**src/rtl/pnsf_pkg.sv**
```systemverilog
package pnsf_pkg;

	localparam int unsigned NUM_SECTIONS = 6;
	localparam int unsigned SAMPLE_W     = 16;
	localparam int unsigned STATE_W      = 32;
	localparam int unsigned COEF_W       = 18;
	localparam int unsigned PROD_W       = STATE_W + COEF_W;
	localparam int unsigned SUM_W        = 36;
	localparam int unsigned STEP_W       = 4;

	// sequencer steps: even steps below STEP_DIRECT are decays, odd ones white feeds
	localparam logic [STEP_W-1:0] STEP_DIRECT = 4'd12;
	localparam logic [STEP_W-1:0] STEP_DELAY  = 4'd13;
	localparam logic [STEP_W-1:0] STEP_SCALE  = 4'd14;
	localparam logic [STEP_W-1:0] STEP_LAST   = 4'd15;

	typedef logic signed [COEF_W-1:0] coef_t;

	localparam coef_t POLE_COEF [NUM_SECTIONS] = '{
		18'sd130923, 18'sd130196, 18'sd127009, 18'sd113574, 18'sd72090, -18'sd99824
	};
	localparam coef_t FEED_COEF [NUM_SECTIONS] = '{
		18'sd7277, 18'sd9840, 18'sd20166, 18'sd40696, 18'sd69855, -18'sd2215
	};
	localparam coef_t DIRECT_COEF = 18'sd70281;
	localparam coef_t DELAY_COEF  = 18'sd15195;
	localparam coef_t SCALE_COEF  = 18'sd14418;

	typedef struct packed {
		logic              idle;
		logic              issue;
		logic [STEP_W-1:0] step;
		logic              post;
		logic [STEP_W-1:0] post_step;
		logic              hold;
	} ctl_t;

	function automatic coef_t coef_of(input logic [STEP_W-1:0] step);
		coef_t c;
		c = '0;
		if (step < STEP_DIRECT) begin
			if (step[0])
				c = FEED_COEF[step[3:1]];
			else
				c = POLE_COEF[step[3:1]];
		end else if (step == STEP_DIRECT) begin
			c = DIRECT_COEF;
		end else if (step == STEP_DELAY) begin
			c = DELAY_COEF;
		end else begin
			c = SCALE_COEF;
		end
		return c;
	endfunction

endpackage

```
**src/rtl/pink_noise_shaping_filter_unit.sv**
```systemverilog
// pink noise shaping filter, refined six-section leaky integrator bank
//
// channels
//   s_axis: one white sample per transaction, signed Q1.15
//   m_axis: one noise sample per input transaction, signed Q1.15, saturated
//   cfg:    one-bit color mode write, 0 = white pass-through, 1 = pink;
//           always ready, write only while no item is in flight
//
// sequencing
//   white mode: the sample is registered and passed through the hold state
//   into the output register, which raises m_axis_tvalid; the next input is
//   taken only after that load
//   pink mode: one shared 32x18 multiplier runs 15 products (decay and feed
//   per section, direct, delay, scale) under a 16-step counter, then the hold
//   state loads the output register once the slot is free; the next input is
//   taken only after that load
//
// reset clears mode, section accumulators and the delayed term to zero
// a stalled receiver holds the output register; the next item is still
// accepted and computed, and waits for the output slot before finishing
module pink_noise_shaping_filter_unit (
	input  logic        clk,
	input  logic        arst_n,
	input  logic        s_axis_tvalid,
	output logic        s_axis_tready,
	input  logic [15:0] s_axis_tdata,   // [15:0] white_sample
	output logic        m_axis_tvalid,
	input  logic        m_axis_tready,
	output logic [15:0] m_axis_tdata,   // [15:0] noise_out
	input  logic        cfg_valid,
	output logic        cfg_ready,
	input  logic [0:0]  cfg_data        // [0] color_mode
);

	localparam int unsigned SW = pnsf_pkg::STATE_W;
	localparam int unsigned PW = pnsf_pkg::PROD_W;
	localparam int unsigned UW = pnsf_pkg::SUM_W;

	pnsf_pkg::ctl_t ctl;

	logic                 mode_q;
	logic signed [15:0]   w_q;
	logic signed [SW-1:0] acc_q [pnsf_pkg::NUM_SECTIONS];
	logic signed [SW-1:0] delayed_q;
	logic signed [SW:0]   decay_q;
	logic signed [UW-1:0] sum_q;
	logic [15:0]          res_q;

	logic                 s_xact;
	logic                 out_free;
	logic [2:0]           rd_idx;
	logic signed [SW-1:0] mul_a;
	pnsf_pkg::coef_t      mul_b;
	logic signed [PW-1:0] prod;

	// post-multiply rounding paths
	logic signed [PW-1:0] rnd_decay;
	logic signed [PW-1:0] rnd_white;
	logic signed [PW-1:0] rnd_scale;
	logic signed [SW:0]   white_term;
	logic signed [SW+1:0] sect_sum;
	logic signed [SW-1:0] sect_new;
	logic signed [23:0]   y_full;
	logic [15:0]          y_sat;

	assign cfg_ready     = 1'b1;
	assign s_axis_tready = ctl.idle;
	assign s_xact        = s_axis_tvalid && s_axis_tready;
	assign out_free      = !m_axis_tvalid || m_axis_tready;

	pnsf_ctrl u_ctrl (
		.clk         (clk),
		.arst_n      (arst_n),
		.start_white (s_xact && !mode_q),
		.start_pink  (s_xact && mode_q),
		.out_free    (out_free),
		.ctl         (ctl)
	);

	// operand select: section state for decays, clamped sum for scale, else sample
	always_comb begin
		rd_idx = (ctl.step < pnsf_pkg::STEP_DIRECT) ? ctl.step[3:1] : 3'd0;
		if (ctl.step < pnsf_pkg::STEP_DIRECT && !ctl.step[0]) begin
			mul_a = acc_q[rd_idx];
		end else if (ctl.step == pnsf_pkg::STEP_SCALE) begin
			if (sum_q > UW'(signed'(32'sh7FFFFFFF)))
				mul_a = 32'sh7FFFFFFF;
			else if (sum_q < UW'(signed'(32'sh80000000)))
				mul_a = 32'sh80000000;
			else
				mul_a = sum_q[SW-1:0];
		end else begin
			mul_a = SW'(w_q);
		end
		mul_b = pnsf_pkg::coef_of(ctl.step);
	end

	pnsf_mul u_mul (
		.clk (clk),
		.en  (ctl.issue),
		.a   (mul_a),
		.b   (mul_b),
		.p_q (prod)
	);

	always_comb begin
		rnd_decay  = prod + PW'(65536);
		rnd_white  = prod + PW'(128);
		rnd_scale  = prod + PW'(33554432);
		white_term = rnd_white[SW+8:8];
		sect_sum   = (SW+2)'(decay_q) + (SW+2)'(white_term);
		if (sect_sum > (SW+2)'(signed'(32'sh7FFFFFFF)))
			sect_new = 32'sh7FFFFFFF;
		else if (sect_sum < (SW+2)'(signed'(32'sh80000000)))
			sect_new = 32'sh80000000;
		else
			sect_new = sect_sum[SW-1:0];
		y_full = rnd_scale[PW-1:26];
		if (y_full > 24'sd32767)
			y_sat = 16'h7FFF;
		else if (y_full < -24'sd32768)
			y_sat = 16'h8000;
		else
			y_sat = y_full[15:0];
	end

	// filter state, cleared at reset
	always_ff @(posedge clk or negedge arst_n) begin
		if (!arst_n) begin
			mode_q    <= 1'b0;
			delayed_q <= '0;
			for (int i = 0; i < pnsf_pkg::NUM_SECTIONS; i++)
				acc_q[i] <= '0;
		end else begin
			if (cfg_valid && cfg_ready)
				mode_q <= cfg_data[0];
			if (ctl.post && ctl.post_step < pnsf_pkg::STEP_DIRECT && ctl.post_step[0])
				acc_q[ctl.post_step[3:1]] <= sect_new;
			if (ctl.post && ctl.post_step == pnsf_pkg::STEP_DELAY)
				delayed_q <= white_term[SW-1:0];
		end
	end

	// working registers, no reset needed
	always_ff @(posedge clk) begin
		if (s_xact) begin
			w_q   <= s_axis_tdata;
			res_q <= s_axis_tdata;
			sum_q <= UW'(delayed_q);
		end
		if (ctl.post) begin
			if (ctl.post_step < pnsf_pkg::STEP_DIRECT) begin
				if (ctl.post_step[0])
					sum_q <= sum_q + UW'(sect_new);
				else
					decay_q <= rnd_decay[PW-1:17];
			end else if (ctl.post_step == pnsf_pkg::STEP_DIRECT) begin
				sum_q <= sum_q + UW'(white_term);
			end else if (ctl.post_step == pnsf_pkg::STEP_SCALE) begin
				res_q <= y_sat;
			end
		end
	end

	// output register
	always_ff @(posedge clk or negedge arst_n) begin
		if (!arst_n) begin
			m_axis_tvalid <= 1'b0;
		end else if (ctl.hold && out_free) begin
			m_axis_tvalid <= 1'b1;
		end else if (m_axis_tready) begin
			m_axis_tvalid <= 1'b0;
		end
	end

	always_ff @(posedge clk) begin
		if (ctl.hold && out_free)
			m_axis_tdata <= res_q;
	end

endmodule

```
**src/rtl/pnsf_mul.sv**
```systemverilog
module pnsf_mul (
	input  logic                                   clk,
	input  logic                                   en,
	input  logic signed [pnsf_pkg::STATE_W-1:0]    a,
	input  pnsf_pkg::coef_t                        b,
	output logic signed [pnsf_pkg::PROD_W-1:0]     p_q
);

	// shared 32x18 multiplier, product registered
	always_ff @(posedge clk) begin
		if (en)
			p_q <= a * b;
	end

endmodule

```
**src/rtl/pnsf_ctrl.sv**
```systemverilog
module pnsf_ctrl (
	input  logic           clk,
	input  logic           arst_n,
	input  logic           start_white,
	input  logic           start_pink,
	input  logic           out_free,
	output pnsf_pkg::ctl_t ctl
);

	typedef enum logic [2:0] {
		ST_IDLE = 3'b001,
		ST_RUN  = 3'b010,
		ST_HOLD = 3'b100
	} state_t;

	state_t                      state_q;
	logic [pnsf_pkg::STEP_W-1:0] step_q;
	logic                        post_q;
	logic [pnsf_pkg::STEP_W-1:0] post_step_q;
	logic                        issue;

	assign issue = (state_q == ST_RUN) && (step_q != pnsf_pkg::STEP_LAST);

	always_ff @(posedge clk or negedge arst_n) begin
		if (!arst_n) begin
			state_q     <= ST_IDLE;
			step_q      <= '0;
			post_q      <= 1'b0;
			post_step_q <= '0;
		end else begin
			post_q      <= issue;
			post_step_q <= step_q;
			case (state_q)
				ST_IDLE: begin
					step_q <= '0;
					if (start_pink)
						state_q <= ST_RUN;
					else if (start_white)
						state_q <= ST_HOLD;
				end
				ST_RUN: begin
					step_q <= step_q + 4'd1;
					if (step_q == pnsf_pkg::STEP_LAST)
						state_q <= ST_HOLD;
				end
				ST_HOLD: begin
					if (out_free)
						state_q <= ST_IDLE;
				end
				default: state_q <= ST_IDLE;
			endcase
		end
	end

	always_comb begin
		ctl.idle      = (state_q == ST_IDLE);
		ctl.issue     = issue;
		ctl.step      = step_q;
		ctl.post      = post_q;
		ctl.post_step = post_step_q;
		ctl.hold      = (state_q == ST_HOLD);
	end

endmodule

```
**config.mk**
```make
export PLATFORM = sky130hd
export DESIGN_NAME = pink_noise_shaping_filter_unit
export DESIGN_NICKNAME = d
export VERILOG_FILES = /design/src/rtl/pnsf_pkg.sv /design/src/rtl/pink_noise_shaping_filter_unit.sv /design/src/rtl/pnsf_mul.sv /design/src/rtl/pnsf_ctrl.sv
export SDC_FILE = /design/constraint.sdc
export NUM_CORES = 2
export LEC_CHECK = 0
export BUFFER_PORTS_ARGS = -buffer_cell sky130_fd_sc_hd__clkbuf_2
export CAP_MARGIN = 20
export CORE_UTILIZATION = 40
export CTS_CLUSTER_DIAMETER = 30
export DETAILED_ROUTE_END_ITERATION = 10
export PLACE_DENSITY = 0.64
export SYNTH_ARGS = -nofsm -noshare
export SYNTH_HDL_FRONTEND = slang
export SYNTH_SLANG_ARGS = --single-unit
export TNS_END_PERCENT = 5
```
**constraint.sdc**
```tcl
create_clock -name clk -period 9.4 [get_ports clk]
set_input_delay 0.94 -clock clk [delete_from_list [all_inputs] [get_ports clk]]
set_output_delay 0.94 -clock clk [all_outputs]
set_load 0.1 [all_outputs]
```
### Word level (Yosys, flattened, before mapping)

Memory sizes are Yosys's and may differ from the RTL's.
Index checks and enable logic that the tools add are counted.

| storage, ports and cells | value |
|---|---|
| flip-flop bits (word level) | 405 |
| ROM bits | 288 |
| output and inout bits | 19 |
| word-level logic and storage cells | 118 |
| memories kept | 2 |

| cells by class | value |
|---|---|
| add/subtract/negate cells | 7 |
| multiply operators | 1 |
| magnitude comparators | 12 |
| eq/ne operators | 14 |
| mux-type cells | 41 |
| bitwise gates (word level) | 4 |
| reductions and logical operators | 18 |

Memories:

| name | depth | bits a word | read ports | clocked after memory_dff | write ports | line | RTL |
|---|---|---|---|---|---|---|---|
| (no name shown) | 8 | 18 | 1 | 0 | 0 | pnsf_pkg.sv:45 | `c = POLE_COEF[step[3:1]];` |
| (no name shown) | 8 | 18 | 1 | 0 | 0 | pnsf_pkg.sv:43 | `c = FEED_COEF[step[3:1]];` |

Operators with widths:

| operator | count |
|---|---|
| $mux W32 | 9 |
| $bwmux W192 | 1 |
| $mux W36 | 5 |
| $mux W16 | 7 |
| $mux W18 | 6 |
| $bmux W32 S3 | 1 |
| $demux W32 S3 | 1 |
| $add A50 B18 Y50 const B | 1 |
| $add A50 B27 Y50 const B | 1 |
| $mul A32 B18 Y50 | 1 |
| $add A41 B9 Y41 const B | 1 |
| $add A36 B32 Y36 | 1 |
| $add A36 B33 Y36 | 1 |
| $gt A36 B32 Y1 const B | 1 |
| $lt A36 B32 Y1 const B | 1 |
| $add A33 B33 Y34 | 1 |
| $gt A34 B32 Y1 const B | 1 |
| $lt A34 B32 Y1 const B | 1 |
| $eq A4 B4 Y1 const B | 7 |
| $gt A24 B16 Y1 const B | 1 |
| $lt A24 B16 Y1 const B | 1 |
| $mux W17 | 1 |
| $mux W3 | 5 |
| $ge A4 B4 Y1 const B | 3 |
| other kinds (21) | 38 |

### Logic depth before layout (Yosys ltp)

| depth | value |
|---|---|
| word-level depth | 9 |
| depth in mapped cells | 37 |
| gate-level depth less buffers | 30 |

### By module

From an unflattened synthesis, not the netlist that was laid out.

| unflattened totals | value |
|---|---|
| cells, all modules | 4821 |
| area total of the unflattened synthesis | 45038.2 um2 |

By module, submodules not included:

| module | instances | cells each | area each (um2) |
|---|---|---|---|
| pink_noise_shaping_filter_unit | 1 | 2437 | 22836.9 |
| pnsf_mul | 1 | 2333 | 21617.0 |
| pnsf_ctrl | 1 | 51 | 584.3 |

### Worst setup path after synthesis

No wires, ideal clock.

| timing path | value |
|---|---|
| path type | register to register |
| start point | reg u_ctrl.step_q[0] in the netlist's numbering |
| end point | reg u_mul.p_q[44] in the netlist's numbering, data pin |
| setup time | 258 ps |
| data arrival time | 8503 ps |
| data required time | 9142 ps |
| setup slack | 640 ps |
| stages on the path, launching flop included | 32 |
| path buffers | 7 |
| cells stage by stage | dfrtp_1 > clkbuf_1 > inv_1 > clkbuf_1 > clkbuf_1 > ha_1 > and3_1 > clkbuf_1 > o21ai_0 > clkbuf_1 > clkbuf_1 > a21oi_1 > o32ai_1 > nand2_1 > fa_1 > inv_1 > fa_1 > fa_1 > fa_1 > fa_1 > inv_1 > fa_1 > inv_1 > ha_1 > clkbuf_1 > nand4_1 > or4_1 > o211ai_1 > a31oi_1 > o21ai_0 > a21oi_1 > xnor2_1 |

| between the ends | value |
|---|---|
| cells in the longest elaborated chain, start to end | 8 |
| elaborated cells between the ends (all ways) | 18 |

RTL lines:

| what | line | RTL |
|---|---|---|
| from (decl) | pnsf_ctrl.sv:17 | `logic [pnsf_pkg::STEP_W-1:0] step_q;` |
| from (signal assigned) | pnsf_ctrl.sv:42 | `step_q <= step_q + 4'd1;` |
| $lt A4 B4 Y1 | pnsf_pkg.sv:41, pink_noise_shaping_filter_unit.sv:82, pink_noise_shaping_filter_unit.sv:83 |  |
| $mux W3 | pink_noise_shaping_filter_unit.sv:82 | `rd_idx = (ctl.step < pnsf_pkg::STEP_DIRECT) ? ctl.step[3:1] : 3'd0;` |
| $not A3 Y4 (implied by the code) | pink_noise_shaping_filter_unit.sv:84 | `mul_a = acc_q[rd_idx];` |
| $bmux W32 S3 | pink_noise_shaping_filter_unit.sv:84 |  |
| $mux W32 (implied by the code) (2 in series) | pink_noise_shaping_filter_unit.sv:84 |  |
| $mux W32 | pink_noise_shaping_filter_unit.sv:83 | `if (ctl.step < pnsf_pkg::STEP_DIRECT && !ctl.step[0]) begin` |
| $mul A32 B18 Y50 * | pnsf_mul.sv:12 | `p_q <= a * b;` |
| to (signal assigned) | pnsf_mul.sv:12 |  |
| to (decl) | pnsf_mul.sv:6 | `output logic signed [pnsf_pkg::PROD_W-1:0] p_q` |

Every way passes the cells marked *; elsewhere a longest branch is shown, timed or not. The select of a mux whose other input is x is not followed.
A chain may end at the register's enable or synchronous reset.

### Final worst setup path

| timing path | value |
|---|---|
| start point | reg sum_q[35] |
| end point | reg u_mul.p_q[44] in the netlist's numbering, data pin |

| between the ends | value |
|---|---|
| cells in the longest elaborated chain, start to end | 6 |
| elaborated cells between the ends (all ways) | 7 |

RTL lines:

| what | line | RTL |
|---|---|---|
| from (decl) | pink_noise_shaping_filter_unit.sv:46 | `logic signed [UW-1:0] sum_q;` |
| from (signal assigned) | pink_noise_shaping_filter_unit.sv:149 | `sum_q <= UW'(delayed_q);` |
| from (signal assigned) | pink_noise_shaping_filter_unit.sv:154 | `sum_q <= sum_q + UW'(sect_new);` |
| from (signal assigned) | pink_noise_shaping_filter_unit.sv:158 | `sum_q <= sum_q + UW'(white_term);` |
| $lt A36 B32 Y1 | pink_noise_shaping_filter_unit.sv:88 | `else if (sum_q < UW'(signed'(32'sh80000000)))` |
| $mux W32 | pink_noise_shaping_filter_unit.sv:88 |  |
| $mux W32 * | pink_noise_shaping_filter_unit.sv:86 | `if (sum_q > UW'(signed'(32'sh7FFFFFFF)))` |
| $mux W32 * | pink_noise_shaping_filter_unit.sv:85 | `end else if (ctl.step == pnsf_pkg::STEP_SCALE) begin` |
| $mux W32 * | pink_noise_shaping_filter_unit.sv:83 |  |
| $mul A32 B18 Y50 * | pnsf_mul.sv:12 |  |

Every way passes the cells marked *; elsewhere a longest branch is shown, timed or not.

==> metrics.txt <==
CP arrival=9.53 ns; Avg Vias per Cell=5.61; largest net degree at the start of global routing=103; Post-synth EDFFs=108; Post-Synthesis Cells=4,954; Final Cycle Share=97.1%; synthesized area=0.0445 mm^2; max_cap viols=0; total track usage=26.4%; # rows=122; cell taking the most area after synthesis=fa_1; Final Hold Viols=0; worst-path fanout max=14; Ports=41; share of cells above drive strength 1=9.88%; maximum clock frequency=0.110 GHz; Max H-tree Level=3; Synth Area per Inst=8.99 um^2; GP Congestion=0.986; most common cell after layout, fill and taps aside=inv_1; vias in the first global route=36,700; CTS tree=yes; asr flop ratio synth=59.8%; final wirelength=148,000 um; Worst-Margin Slew=1.23 ns; Distinct cells, synth=96; Iter 0 DRT Violations=3,327; CTS clk-pin slew, worst paths=0.04 ns; relative slew slack=17.8%; Die H=336 um; worst min path class=input port to async pin; Max Slew Vio Count=0; Main synth FF type=dfrtp_1; Reg-to-Reg Start=sum_q[35]$_DFF_P_; TritonCTS Buffers=91; outcome=complete, no violations; antenna violations before repair=5; fillers=10,600; top cell type's share of synthesized area=24.9%; total nets after synthesis=5,770; CTS Buffer Depth=3; RSZ-0062 raised after global routing=no; Port-buffer cells=39; via count=36,700; clock period minus worst slack=9.12 ns; setup tns final=0 ns; Yosys reg bits=398; final worst slack=0.277 ns; DRC viols=0; critical path startpoint category=flip-flop; warnings from Yosys=0; CTS root buf=clkbuf_16; CP Data Required Time=9.80 ns; Clock Sinks=398; Area contributors post-synth=fa_1 (25%), dfrtp_1 (13%), edfxtp_1 (7.3%), ha_1 (6.7%), inv_1 (6.1%); Worst Setup End Kind=flip-flop; drt wl/cell=22.7 um; Core Box Area=0.111 mm^2; setup repair bufs after CTS=0; FF-to-FF path depth=27; DP Worst Slack=0.361 ns; worst skew pair latency=0.65 ns; Final Setup Violations=0; Post-DRT Antenna Nets=0; Die Area=0.113 mm^2; clk_skew=0.0276 ns; first-pass GRT wire length=224,000 um; Initial Util=40.3%; Area Overhead vs Synth=12.5%; Detailed Place HPWL=115,000 um; capturing point of the worst reg2reg path=u_mul.p_q[44]$_DFFE_PP_; Final Net Count=5,791; WS Path Type=flip-flop to flip-flop; DRT Pass-1 Iters=9; most frequent cells in the layout=inv_1 (729), nand2_1 (680), fa_1 (555), nor2_1 (359), ha_1 (239); gr ovfl total=0; die width=336 um; sequential element share of the synthesized area=23.0%; worst reg-to-reg setup slack=0.28 ns
## routing by layer
metal | part of all wire, % | GRT usage, %
met5 | 0 | 0
met4 | 5.3 | 12.8
met3 | 8.6 | 4.50
met1 | 41 | 34.7
met2 | 46 | 42.0
## cells in the mapped netlist, types with 108 or more instances
cell,instances
a21oi_1,235
a31oi_1,119
clkbuf_1,199
dfrtp_1,237
edfxtp_1,108
fa_1,555
ha_1,239
inv_1,729
nand2_1,680
nor2_1,369
o21ai_0,193
xnor2_1,131
## per-stage QoR
| stage | util (%) | area (um^2) | cells | hold WS (ns) |
|---|---|---|---|---|
| after floorplan | - | 44500 | 4954 | 0.408 |
| after global placement | 42.3 | 46800 | 6366 | 0.412 |
| after detailed placement | 42.3 | 46800 | 6367 | 0.417 |
| after CTS | 45.3 | 50100 | 6537 | 0.348 |
| after global routing | 45.3 | 50100 | 6540 | 0.387 |
| final | 45.3 | 50100 | 6543 | 0.296 |
## worst max-delay path, cell delays in order (launching register included)
cell and delay, ns:
dfxtp_1 0.85, nand2_1 0.55, buf_4 0.36, a21oi_1 0.17
nor2_1 0.06, a21oi_1 0.48, o21a_1 0.47, nor2_1 0.13
fa_1 0.60, inv_1 0.08, fa_1 0.45, fa_1 0.45
fa_1 0.48, inv_1 0.06, fa_1 0.53, inv_1 0.06
fa_1 0.52, inv_1 0.04, ha_1 0.35, nand2_1 0.09
nor2_1 0.20, nand3_1 0.18, or4_1 0.61, o211ai_1 0.33
a31oi_1 0.19, o21ai_0 0.31, a21oi_1 0.13, xnor2_1 0.13
## cell type report
class / count / area [um^2] / share of cell area [%]
Antenna cell: 3 / 7.51 / 0.0150
Clock buffer: 120 / 2510 / 5.01
Clock inverter: 50 / 749 / 1.50
Inverter: 732 / 2750 / 5.48
Multi-Input combinational cell: 3578 / 30700 / 61.4
Sequential cell: 398 / 10200 / 20.4
Tap cell: 1488 / 1860 / 3.72
Timing Repair Buffer: 174 / 1240 / 2.47
## kinds of logic after synthesis
| kind of cell | share of synthesized area, % |
|---|---|
| and+or+nand+nor | 14.0 |
| buffers and inverters | 8.34 |
| AOI/OAI and AO/OA | 14.1 |
| adders and majority gates | 31.7 |
| DFF | 23.0 |
| xor gates and xnor gates | 4.15 |
| muxes | 4.74 |
| other | 0.00842 |
## sequential cells by signal, indices dropped and copies added, names as in the netlist
register            count
u_mul.p_q              43
u_ctrl.post_step_q      4
res_q                  16
w_q                    16
m_axis_tdata           16
u_ctrl.state_q          3
acc_q                 192
u_ctrl.post_q           1
mode_q                  1
u_ctrl.step_q           4
sum_q                  36
m_axis_tvalid           1
decay_q                33
delayed_q              32
## how the worst max path moves through the flow
stage / from / to / slack, ns / cells past startpoint
after CTS: sum_q[34]$_DFF_P_ / u_mul.p_q[35]$_DFFE_PP_ / 0.35 / 28
after detailed placement: sum_q[34]$_DFF_P_ / u_mul.p_q[35]$_DFFE_PP_ / 0.36 / 28
after floorplan: u_ctrl.step_q[0]$_DFFE_PN0N_ / u_mul.p_q[44]$_DFFE_PP_ / 0.64 / 31
final: sum_q[35]$_DFF_P_ / u_mul.p_q[44]$_DFFE_PP_ / 0.28 / 27
after global routing: sum_q[34]$_DFF_P_ / u_mul.p_q[38]$_DFFE_PP_ / 0.03 / 30
after global placement: sum_q[34]$_DFF_P_ / u_mul.p_q[38]$_DFFE_PP_ / 0.44 / 30
## timing repair
action,4_1_cts,5_1_grt
endpoints found under the setup margin,0,3
resized for setup,0,1
hold buffers,0,0
Power is left out: the tool's default activity adds up to more than one toggle a clock period on the data nets, which glitch-free logic cannot reach.
